$ cat src/hdl/tat_pkg.sv
package tat_pkg;

    localparam int NSETS    = 32;
    localparam int SET_W    = 5;
    localparam int WAY_W    = 2;
    localparam int S_DATA_W = 96;
    localparam int S_USER_W = 2;
    localparam int M_DATA_W = 88;
    localparam int M_USER_W = 4;
    localparam int CFG_IDX_W  = 2;
    localparam int CFG_DATA_W = 8;

    localparam logic [1:0] CMD_XLATE = 2'd0;
    localparam logic [1:0] CMD_WRITE = 2'd1;
    localparam logic [1:0] CMD_READ  = 2'd2;

    localparam logic [1:0] CFG_MMU_EN    = 2'd0;
    localparam logic [1:0] CFG_INDEX_MD  = 2'd1;
    localparam logic [1:0] CFG_SINGLE_VM = 2'd2;
    localparam logic [1:0] CFG_ASID      = 2'd3;

    localparam logic [3:0] FLT_OK       = 4'd0;
    localparam logic [3:0] FLT_LD_ADDR  = 4'd1;
    localparam logic [3:0] FLT_ST_ADDR  = 4'd2;
    localparam logic [3:0] FLT_LD_MISS  = 4'd3;
    localparam logic [3:0] FLT_ST_MISS  = 4'd4;
    localparam logic [3:0] FLT_LD_INV   = 4'd5;
    localparam logic [3:0] FLT_ST_INV   = 4'd6;
    localparam logic [3:0] FLT_LD_PROT  = 4'd7;
    localparam logic [3:0] FLT_ST_PROT  = 4'd8;
    localparam logic [3:0] FLT_INIT_WR  = 4'd9;

    localparam logic [2:0] REG_P1 = 3'b100;
    localparam logic [2:0] REG_P2 = 3'b101;
    localparam logic [2:0] REG_P4 = 3'b111;

    typedef struct packed {
        logic [16:0] vpn;
        logic [7:0]  asid;
        logic [18:0] ppn;
        logic        valid;
        logic [1:0]  prot;
        logic [3:0]  attr;
    } tlb_entry_t;

    typedef struct packed {
        logic [1:0]  cmd;
        logic [31:0] vaddr;
        logic        is_write;
        logic        privileged;
        logic [1:0]  way;
    } st1_t;

    typedef struct packed {
        logic       mmu_en;
        logic       single_vm;
        logic [7:0] asid;
    } lk_cfg_t;

    typedef struct packed {
        logic [3:0]  fault_code;
        logic [31:0] paddr;
        logic        cacheable;
        tlb_entry_t  rd;
    } result_t;

endpackage

$ cat src/hdl/tat_lookup.sv
module tat_lookup #(
    parameter int WAYS = 4
) (
    input  tat_pkg::st1_t       st,
    input  tat_pkg::tlb_entry_t entry [WAYS],
    input  tat_pkg::lk_cfg_t    cfg,
    output tat_pkg::result_t    res
);
    import tat_pkg::*;

    logic [WAYS-1:0] hit_vec;
    logic [16:0]     vvpn;
    logic            hit;
    tlb_entry_t      sel;
    tlb_entry_t      rd_sel;

    assign vvpn = {st.vaddr[31:17], st.vaddr[11:10]};

    always_comb begin
        logic vm;
        logic ign;
        for (int w = 0; w < WAYS; w++) begin
            vm  = entry[w].attr[3] ? (entry[w].vpn[16:2] == vvpn[16:2])
                                   : (entry[w].vpn == vvpn);
            ign = entry[w].attr[0] || (st.privileged && cfg.single_vm);
            hit_vec[w] = vm && (ign || (entry[w].asid == cfg.asid));
        end
    end

    // first matching way wins
    always_comb begin
        hit = 1'b0;
        sel = '0;
        for (int w = 0; w < WAYS; w++) begin
            if (hit_vec[w] && !hit) begin
                hit = 1'b1;
                sel = entry[w];
            end
        end
    end

    always_comb begin
        rd_sel = '0;
        for (int w = 0; w < WAYS; w++) begin
            if (st.way == WAY_W'(w)) begin
                rd_sel = entry[w];
            end
        end
    end

    always_comb begin
        logic [31:0] va;
        logic        wr;
        logic        priv;
        logic [3:0]  flt;
        va   = st.vaddr;
        wr   = st.is_write;
        priv = st.privileged;
        flt  = FLT_OK;
        res  = '0;
        case (st.cmd)
            CMD_XLATE: begin
                if (va[31:29] == REG_P4) begin
                    res.paddr = va;
                end else if (!cfg.mmu_en) begin
                    res.paddr     = {3'b000, va[28:0]};
                    res.cacheable = 1'b1;
                end else if (!priv && va[31]) begin
                    res.fault_code = wr ? FLT_ST_ADDR : FLT_LD_ADDR;
                end else if (priv && va[31:29] == REG_P1) begin
                    res.paddr     = {1'b0, va[30:0]};
                    res.cacheable = 1'b1;
                end else if (priv && va[31:29] == REG_P2) begin
                    res.paddr = {3'b000, va[28:0]};
                end else if (!hit) begin
                    res.fault_code = wr ? FLT_ST_MISS : FLT_LD_MISS;
                end else if (!sel.valid) begin
                    res.fault_code = wr ? FLT_ST_INV : FLT_LD_INV;
                end else begin
                    if (!priv) begin
                        if (!sel.prot[1]) begin
                            flt = wr ? FLT_ST_PROT : FLT_LD_PROT;
                        end else if (!sel.prot[0] && wr) begin
                            flt = FLT_ST_PROT;
                        end else if (wr && !sel.attr[1]) begin
                            flt = FLT_INIT_WR;
                        end
                    end else begin
                        if (!sel.prot[0] && wr) begin
                            flt = FLT_ST_PROT;
                        end else if (wr && !sel.attr[1]) begin
                            flt = FLT_INIT_WR;
                        end
                    end
                    res.fault_code = flt;
                    if (flt == FLT_OK) begin
                        res.paddr = sel.attr[3] ? {3'b000, sel.ppn[18:2], va[11:0]}
                                                : {3'b000, sel.ppn, va[9:0]};
                        res.cacheable = sel.attr[2];
                    end
                end
            end
            CMD_READ: begin
                res.rd = rd_sel;
            end
            default: begin
            end
        endcase
    end

endmodule

$ cat config.mk
export PLATFORM = sky130hd
export DESIGN_NAME = tat_lookup
export DESIGN_NICKNAME = d
export VERILOG_FILES = /design/src/hdl/tat_pkg.sv /design/src/hdl/tat_lookup.sv
export SDC_FILE = /design/constraint.sdc
export NUM_CORES = 1
export LEC_CHECK = 0
export ABC_AREA = 1
export BUFFER_PORTS_ARGS = -buffer_cell sky130_fd_sc_hd__buf_4
export CORE_AREA = 2 2 133 135
export DETAILED_ROUTE_END_ITERATION = 8
export DIE_AREA = 0 0 135 137
export GPL_TIMING_DRIVEN = 0
export PLACE_DENSITY_LB_ADDON = 0.3
export RECOVER_POWER = 25
export SYNTH_ARGS = -nofsm -noshare
export SYNTH_HDL_FRONTEND = slang
export SYNTH_SLANG_ARGS = --single-unit
$ cat constraint.sdc
create_clock -name vclk -period 10.15
set_clock_uncertainty 0.1 [all_clocks]
set_input_delay 3.045 -clock vclk [all_inputs]
set_output_delay 3.045 -clock vclk [all_outputs]
set_load 0.03 [all_outputs]
==> results of run 1 <==
per-layer routing:
| metal | wire [um] | part of all wire, % | vias to the layer above | track usage [%] |
|---|---|---|---|---|
| li1 | - | - | 4150 | - |
| met1 | 11700 | 40 | 3764 | 36.9 |
| met2 | 13400 | 46 | 495 | 51.2 |
| met3 | 2650 | 9.2 | 60 | 4.67 |
| met4 | 1160 | 4.0 | 0 | 10.4 |
| met5 | 0 | 0 | - | 0 |
cells in the mapped netlist (all sizes together):
cell	instances	area, sq um
o211ai	43	323
nand3	86	478
xor2	9	78.8
nand2	462	1750
a21oi	56	310
o21ai	50	254
o21a	1	7.51
nor3	2	10.0
o221ai	24	210
o22ai	3	18.8
o2111ai	4	35.0
a221oi	5	43.8
o21bai	1	7.51
xnor2	42	368
clkbuf	36	136
nor2	80	342
nor3b	2	15.0
buf	34	235
a21boi	1	7.51
nand3b	1	7.51
clkinv	4	20.0
or2	4	25.0
inv	136	513
a211oi	4	30.0
nand4	6	37.5
power groups by stage:
stage | logic (mW) | clock network [mW] | registers, mW
after global routing | 0.338 | 0 | 0
final | 0.312 | 0 | 0
after CTS | 0.313 | 0 | 0
after global placement | 0.309 | 0 | 0
after detailed placement | 0.312 | 0 | 0
after floorplan | 0.159 | 0 | 0
layout make-up:
| cell class | instances | area, sq um |
|---|---|---|
| buffer | 70 | 372 |
| multi-input combinational | 886 | 4360 |
| inverter | 140 | 533 |
| timing repair buffer | 319 | 2320 |
| fill | 1939 | 9200 |
| tap | 225 | 282 |
worst paths after layout:
check / start / to / slack, ps / depth (start not counted)
setup / recovery: st[28] / res[80] / 1360 / 21
hold / removal: cfg[9] / res[51] / 6310 / 3
worst max-delay path, delay by kind of cell:
kind	cells	cell delay (ps)
and+or+nand+nor	14	1510
buffers and inverters	5	850
AOI/OAI and AO/OA	2	220
cells by family (layout without fill, tap and decap cells):
family	Yosys count	after routing	share of synthesized area, %
AOI/OAI and AO/OA	192	192	23.7
xor gates and xnor gates	51	51	8.49
buffers and inverters	210	529	17.2
and+or+nand+nor	643	643	50.6
==> impl_metrics.tcl, run 1 <==
set metrics [dict create \
    place_inst 1640 \
    min_period_ps 8790 \
    max_freq_ghz 0.114 \
    vias 8469 \
    most-common-layout-cells "nand2_1, buf_4, inv_1" \
    slew_headroom_pct 24.1 \
    hold_slack_ps 6310 \
    crit_type "input pin to output pin" \
    slowest_delay_ps 270 \
    postCtsSetupRepairBufs 0 \
    drc 0 \
    cellPowerDensity_nw_per_um2 39.7 \
    avgSynthCellArea_sq_um 4.80 \
    place_congestion 0.959 \
    path_cells "buf_4 -> inv_2 -> nand2_1 -> nand2_1 -> nor2_1 -> nand2_1 -> nor2_1 -> nand3_1 -> nor2_4 -> nand2_2 -> clkinv_1 -> buf_2 -> nand2_1 -> nand3_1 -> o211ai_1 -> nand2_1 -> nand2_1 -> nand2_1 -> nand2_1 -> a21oi_1 -> buf_4" \
    rsz0062_at_grt "no" \
    switching_share_pct 57.9 \
    drt-initial-drc-count 777 \
    end_kind "output pin" \
    io_pins 340 \
    yosysSeqAreaShare_pct 0 \
    dpl_cell_area_sq_um 7940 \
    cp.required_ps 7010 \
    critical_path_arrival_ps 5650 \
    synthCells 1096 \
    grt_max_degree 11 \
    synth_area_sq_um 5260 \
    fin_crit_sh_pct 86.6 \
    status "completed" \
    initial_core_util_pct 30.8 \
    overflow 0 \
    layout.cells.non_filler 1640 \
    ys_warn_count 0 \
    crit_fanout 10 \
    tightestPinTransition_ps 1130 \
    wl_um 28900 \
    critPathSlowestCell "buf_2" \
    synth_nets 1348 \
    wire_per_inst_um 17.6 \
    die_w_um 135 \
    hold_viol_final 0 \
    fp-row-count 48 \
    grt_pass1_vias 7730 \
    vias_per_cell 5.16 \
    p_leak_nw 4.36 \
    hold_path.class "input pin to output pin" \
    clockBufferCount 0 \
    final_cell_area_sq_um 7860 \
    seq_cell_count 0 \
    worst_path_most_repeated_cell "nand2_1" \
    area_delta_synth_final_pct 49.4 \
    floorplan.core_area_sq_um 17100 \
    fin_setup_tns_ps 0 \
    grt_pass1_wl_um 42300 \
    internal-power_mw 0.132 \
    first_pass_iters 5 \
    worstSetupStartpointType "input pin" \
    seqPwrFrac_pct 0 \
    die_h_um 137 \
    final_util_pct 46.1 \
    cap_violations 0 \
    nNetsFinal 1669 \
    final_common_cell "nand2_1" \
    antenna_found_initial 0 \
    antenna_left 0 \
    total_power_mw 0.312 \
    clkPwrFrac_pct 0 \
    combPwrFrac_pct 100.0 \
    setup_slack_ps 1360 \
    finalSetupViolCount 0 \
    peakVddDrop_v 0.0000179 \
    antenna_cells 0 \
    p_switching_mw 0.181 \
    place_ws_ps 1430 \
    ys_types 43 \
    cts_resized 0 \
    die-area_sq_um 18500 \
    postCtsHoldBufs 0 \
    hpwl_um 24200 \
    grt_usage_pct 29.5 \
    io_buffers 319 \
    drive_above_1_share_pct 26.5 \
    regArea_sq_um 0 \
    final_max_slew_viol_count 0 \
]
Power figures use the tool's default switching activity.
==> run 2: changes to the inputs <==
--- a/config.mk
+++ b/config.mk
@@ -11,7 +11,7 @@
 export DETAILED_ROUTE_END_ITERATION = 8
 export DIE_AREA = 0 0 135 137
 export GPL_TIMING_DRIVEN = 0
-export PLACE_DENSITY_LB_ADDON = 0.3
+export PLACE_DENSITY_LB_ADDON = 0.2
 export RECOVER_POWER = 25
 export SYNTH_ARGS = -nofsm -noshare
 export SYNTH_HDL_FRONTEND = slang
==> constraint.sdc (replaced) <==
create_clock -name vclk -period 8.07
set_clock_uncertainty 0.1 [all_clocks]
set_input_delay 2.421 -clock vclk [all_inputs]
set_output_delay 2.421 -clock vclk [all_outputs]
set_load 0.03 [all_outputs]
==> run 2 against run 1 <==
Against the previous run: global-route usage increased by 0.17 points; critical path depth decreased by 2; die area unchanged; critical endpoint is now res[51].
==> impl_metrics.tcl, run 2 (synthesis gave the netlist of run 1 again) <==
set metrics [dict create \
    place_congestion 0.982 \
    finalSetupViolCount 0 \
    status "completed" \
    fin_setup_tns_ps 0 \
    wl_um 29000 \
    slew_headroom_pct 13.1 \
    cp.required_ps 5550 \
    grt_pass1_vias 7709 \
    fin_crit_sh_pct 92.9 \
    grt_max_degree 11 \
    postCtsHoldBufs 0 \
    worst_path_most_repeated_cell "nand2_1" \
    worstSetupStartpointType "input pin" \
    first_pass_iters 5 \
    drc 0 \
    final_common_cell "nand2_1" \
    cellPowerDensity_nw_per_um2 50.0 \
    antenna_found_initial 0 \
    antenna_cells 0 \
    seqPwrFrac_pct 0 \
    die_h_um 137 \
    overflow 0 \
    vias_per_cell 5.12 \
    clkPwrFrac_pct 0 \
    internal-power_mw 0.165 \
    slowest_delay_ps 280 \
    switching_share_pct 57.9 \
    p_leak_nw 4.36 \
    fp-row-count 48 \
    grt_pass1_wl_um 42700 \
    regArea_sq_um 0 \
    die-area_sq_um 18500 \
    wire_per_inst_um 17.7 \
    grt_usage_pct 29.7 \
    hold_path.class "input pin to output pin" \
    antenna_left 0 \
    rsz0062_at_grt "no" \
    crit_type "input pin to output pin" \
    io_buffers 319 \
    die_w_um 135 \
    hpwl_um 24200 \
    layout.cells.non_filler 1640 \
    max_freq_ghz 0.133 \
    cp_num_cells 19 \
    floorplan.core_area_sq_um 17100 \
    end_kind "output pin" \
    endpoint "res[51]" \
    critPathTopFamily "simple AND/OR/NAND/NOR gates" \
    final_util_pct 46.1 \
    most-common-layout-cells "nand2_1, buf_4, inv_1" \
    cap_violations 0 \
    dpl_cell_area_sq_um 7940 \
    drt-initial-drc-count 742 \
    hold_viol_final 0 \
    critPathSlowestCell "o21ai_0" \
    combPwrFrac_pct 100.0 \
    total_power_mw 0.393 \
    drive_above_1_share_pct 26.5 \
    final_cell_area_sq_um 7860 \
    path_cells "buf_4 -> inv_2 -> nand2_1 -> nand2_1 -> nor2_1 -> nand2_1 -> nor2_1 -> nand3_1 -> nor2_4 -> nand2_2 -> clkinv_1 -> buf_2 -> a21oi_1 -> o21ai_0 -> nand2_1 -> nand2_1 -> nand2_1 -> a21oi_1 -> buf_4" \
    crit_buf_inv 5 \
    p_switching_mw 0.227 \
    clockBufferCount 0 \
    cts_resized 0 \
    final_max_slew_viol_count 0 \
    postCtsSetupRepairBufs 0 \
    critPathLaunch "st[21]" \
    vias 8399 \
    area_delta_synth_final_pct 49.4 \
    nNetsFinal 1669 \
    seq_cell_count 0 \
    min_period_ps 7500 \
    io_pins 340 \
    initial_core_util_pct 30.8 \
    peakVddDrop_v 0.0000254 \
    crit_fanout 10 \
    place_inst 1640 \
    tightestPinTransition_ps 1300 \
    critical_path_arrival_ps 4980 \
]
## run 2: cell counts in the layout (fill, tap and decap cells not counted)
No cell type changed its count.
## run 2: layout make-up
cell class,instances,area [sq um]
multi-input combinational,886,4360
inverter,140,533
buffer,70,372
timing repair buffer,319,2320
fill,1964,9200
tap,225,282
## run 2: how the worst min path moves through the flow
stage	to	slack, ps	depth (start not counted)	from
3_3_place_gp	res[51]	5050	3	cfg[9]
3_5_place_dp	res[51]	5060	3	cfg[9]
6_report	res[51]	5060	3	cfg[9]
2_1_floorplan	res[52]	4910	2	st[4]
5_1_grt	res[51]	5080	3	cfg[9]
4_1_cts	res[51]	5060	3	cfg[9]
## run 2: per-layer routing
metal | global-route usage, % | vias up | routed length [um]
li1 | - | 4151 | -
met4 | 7.99 | 0 | 924
met1 | 38.4 | 3772 | 12100
met5 | 0 | - | 0
met2 | 52.4 | 428 | 13800
met3 | 2.96 | 48 | 2130
## run 2: metrics by stage
step | hold WS (ps) | setup WS [ps]
2_1_floorplan | 4910 | 975
3_3_place_gp | 5050 | 609
3_5_place_dp | 5060 | 571
4_1_cts | 5060 | 566
5_1_grt | 5080 | 250
6_report | 5060 | 569
## run 2: power by group through the flow
stage               Combinational (mW)  Clock [mW]  Sequential, mW
floorplan                        0.199           0               0
global placement                 0.390           0               0
detailed placement               0.392           0               0
CTS                              0.393           0               0
global route                     0.426           0               0
finish                           0.393           0               0
==> run 3: changes to the inputs <==
--- a/config.mk
+++ b/config.mk
@@ -5,7 +5,7 @@
 export SDC_FILE = /design/constraint.sdc
 export NUM_CORES = 1
 export LEC_CHECK = 0
-export ABC_AREA = 1
+export ABC_AREA = 0
 export BUFFER_PORTS_ARGS = -buffer_cell sky130_fd_sc_hd__buf_4
 export CORE_AREA = 2 2 133 135
 export DETAILED_ROUTE_END_ITERATION = 8
==> run 3 against run 2 <==
Against the previous run: area after synthesis decreased by 13%; design area decreased by 8.9%; hold slack improved by 15 ps; total power fell by 5.0%; cell count shrank 33%; first-iteration DRC count down 63%; die area unchanged; fmax fell by 2.1%; via count is 32% lower; combinational power shrank 5.1%; sequential share of layout area stayed put; synthesized cell count shrank 49%.
==> impl_metrics.tcl, run 3 <==
set metrics [dict create \
    seqPwrFrac_pct 0 \
    most-common-layout-cells "buf_4, xnor2_1, nor2b_1" \
    crit_type "input pin to output pin" \
    fin_crit_sh_pct 94.9 \
    max_freq_ghz 0.131 \
    drc 0 \
    p_leak_nw 2.91 \
    nNetsFinal 1126 \
    setup_slack_ps 410 \
    postCtsSetupRepairBufs 0 \
    antenna_cells 0 \
    cap_violations 0 \
    cellPowerDensity_nw_per_um2 52.1 \
    yosysSeqAreaShare_pct 0 \
    status "completed" \
    drive_above_1_share_pct 49.1 \
    floorplan.core_area_sq_um 17100 \
    grt_max_degree 11 \
    hold_viol_final 0 \
    switching_share_pct 48.1 \
    fillers 1839 \
    area_delta_synth_final_pct 55.5 \
    grt_pass1_wl_um 34400 \
    fin_setup_tns_ps 0 \
    first_pass_iters 5 \
    min_period_ps 7660 \
    io_pins 340 \
    grt_pass1_vias 5838 \
    rsz0062_at_grt "no" \
    tightestPinTransition_ps 1070 \
    fp-row-count 48 \
    final_max_slew_viol_count 0 \
    hold_path.class "input pin to output pin" \
    postCtsHoldBufs 0 \
    synth_nets 812 \
    seq_cell_count 0 \
    combPwrFrac_pct 100.0 \
    slew_headroom_pct 28.6 \
    final_common_cell "buf_4" \
    synth_top_area_share_pct 25.0 \
    die-area_sq_um 18500 \
    place_congestion 0.876 \
    antenna_left 0 \
    worstSetupStartpointType "input pin" \
    synthCells 560 \
    p_switching_mw 0.179 \
    end_kind "output pin" \
    hpwl_um 20400 \
    vias_per_cell 5.19 \
    place_ws_ps 429 \
    clkPwrFrac_pct 0 \
    yosysTopAreaCell "mux4_2" \
    synth_common_cells "xnor2_1, nor2b_1, mux4_2" \
    hold_end "res[54]" \
    cts_resized 0 \
    regArea_sq_um 0 \
    initial_core_util_pct 27.0 \
    cp.required_ps 5550 \
    die_h_um 137 \
    yosysMostFrequentCell "xnor2_1" \
    synthTopCellsByArea "mux4_2, xnor2_1, nor2b_1, a21oi_1, nand2_1" \
    ys_types 62 \
    drt-initial-drc-count 277 \
    wl_um 23800 \
    multi_input_area_sq_um 4250 \
    vias 5696 \
    overflow 0 \
    synth_area_sq_um 4600 \
    clockBufferCount 0 \
    hold_start "st[6]" \
    crit_fanout 10 \
    ys_warn_count 0 \
    internal-power_mw 0.194 \
    die_w_um 135 \
    avgSynthCellArea_sq_um 8.22 \
    io_buffers 312 \
    grt_usage_pct 24.3 \
    critical_path_arrival_ps 5140 \
    peakVddDrop_v 0.0000248 \
    hold_depth 3 \
    antenna_found_initial 0 \
    wire_per_inst_um 21.7 \
    finalSetupViolCount 0 \
]
run 3: worst max-delay path by stage:
stage | startpoint | depth (start not counted) | slack [ps] | end
floorplan | cfg[0] | 9 | 710 | res[87]
global placement | cfg[0] | 12 | 440 | res[51]
detailed placement | cfg[5] | 12 | 430 | res[51]
CTS | cfg[5] | 12 | 430 | res[51]
global route | cfg[2] | 12 | 240 | res[51]
finish | st[2] | 11 | 410 | res[51]
run 3: power groups by stage:
stage	registers [mW]	clock network, mW	logic [mW]
2_1_floorplan	0	0	0.202
3_3_place_gp	0	0	0.374
3_5_place_dp	0	0	0.376
4_1_cts	0	0	0.377
5_1_grt	0	0	0.395
6_report	0	0	0.373
run 3: through the flow:
stage / instance area, sq um / total power, mW / utilization [%] / std cells / hold WS [ps]
5_1_grt: 7160 / 0.395 / 42.0 / 1097 / 5090
6_report: 7160 / 0.373 / 42.0 / 1097 / 5080
3_3_place_gp: 7230 / 0.374 / 42.4 / 1097 / 5080
4_1_cts: 7230 / 0.377 / 42.4 / 1097 / 5080
3_5_place_dp: 7230 / 0.376 / 42.4 / 1097 / 5080
2_1_floorplan: 4600 / 0.202 / - / 560 / 4930
run 3: cell type report:
type	count	share of cell area, %
Buffer	62	4.72
Timing Repair Buffer	312	31.8
Multi-Input combinational cell	495	59.4
Tap cell	225	3.93
Inverter	3	0.157
run 3: logic make-up after synthesis:
logic type                count (synthesis)  synth area share [%]
AOI/OAI and AO/OA                       116                  17.9
and+or+nand+nor                         227                  29.8
xor gates and xnor gates                100                  19.5
buffers and inverters                    65                  7.59
muxes                                    52                  25.2
run 3: per-layer routing:
metal,share of wire [%],up-vias,routed length [um],track usage (%)
li1,-,2696,-,-
met1,41,2714,9820,30.9
met2,50,266,12000,44.9
met3,7.1,20,1700,3.22
met4,1.3,0,312,3.18
met5,0,-,0,0
run 3: critical path: stages:
cell and delay, ps:
clkbuf_1 450, a21oi_1 130, o21ai_1 340, and3_4 300, buf_6 150, clkbuf_1 480
a22oi_1 190, o21ai_1 130, nand3_1 100, o31ai_1 220, buf_4 200
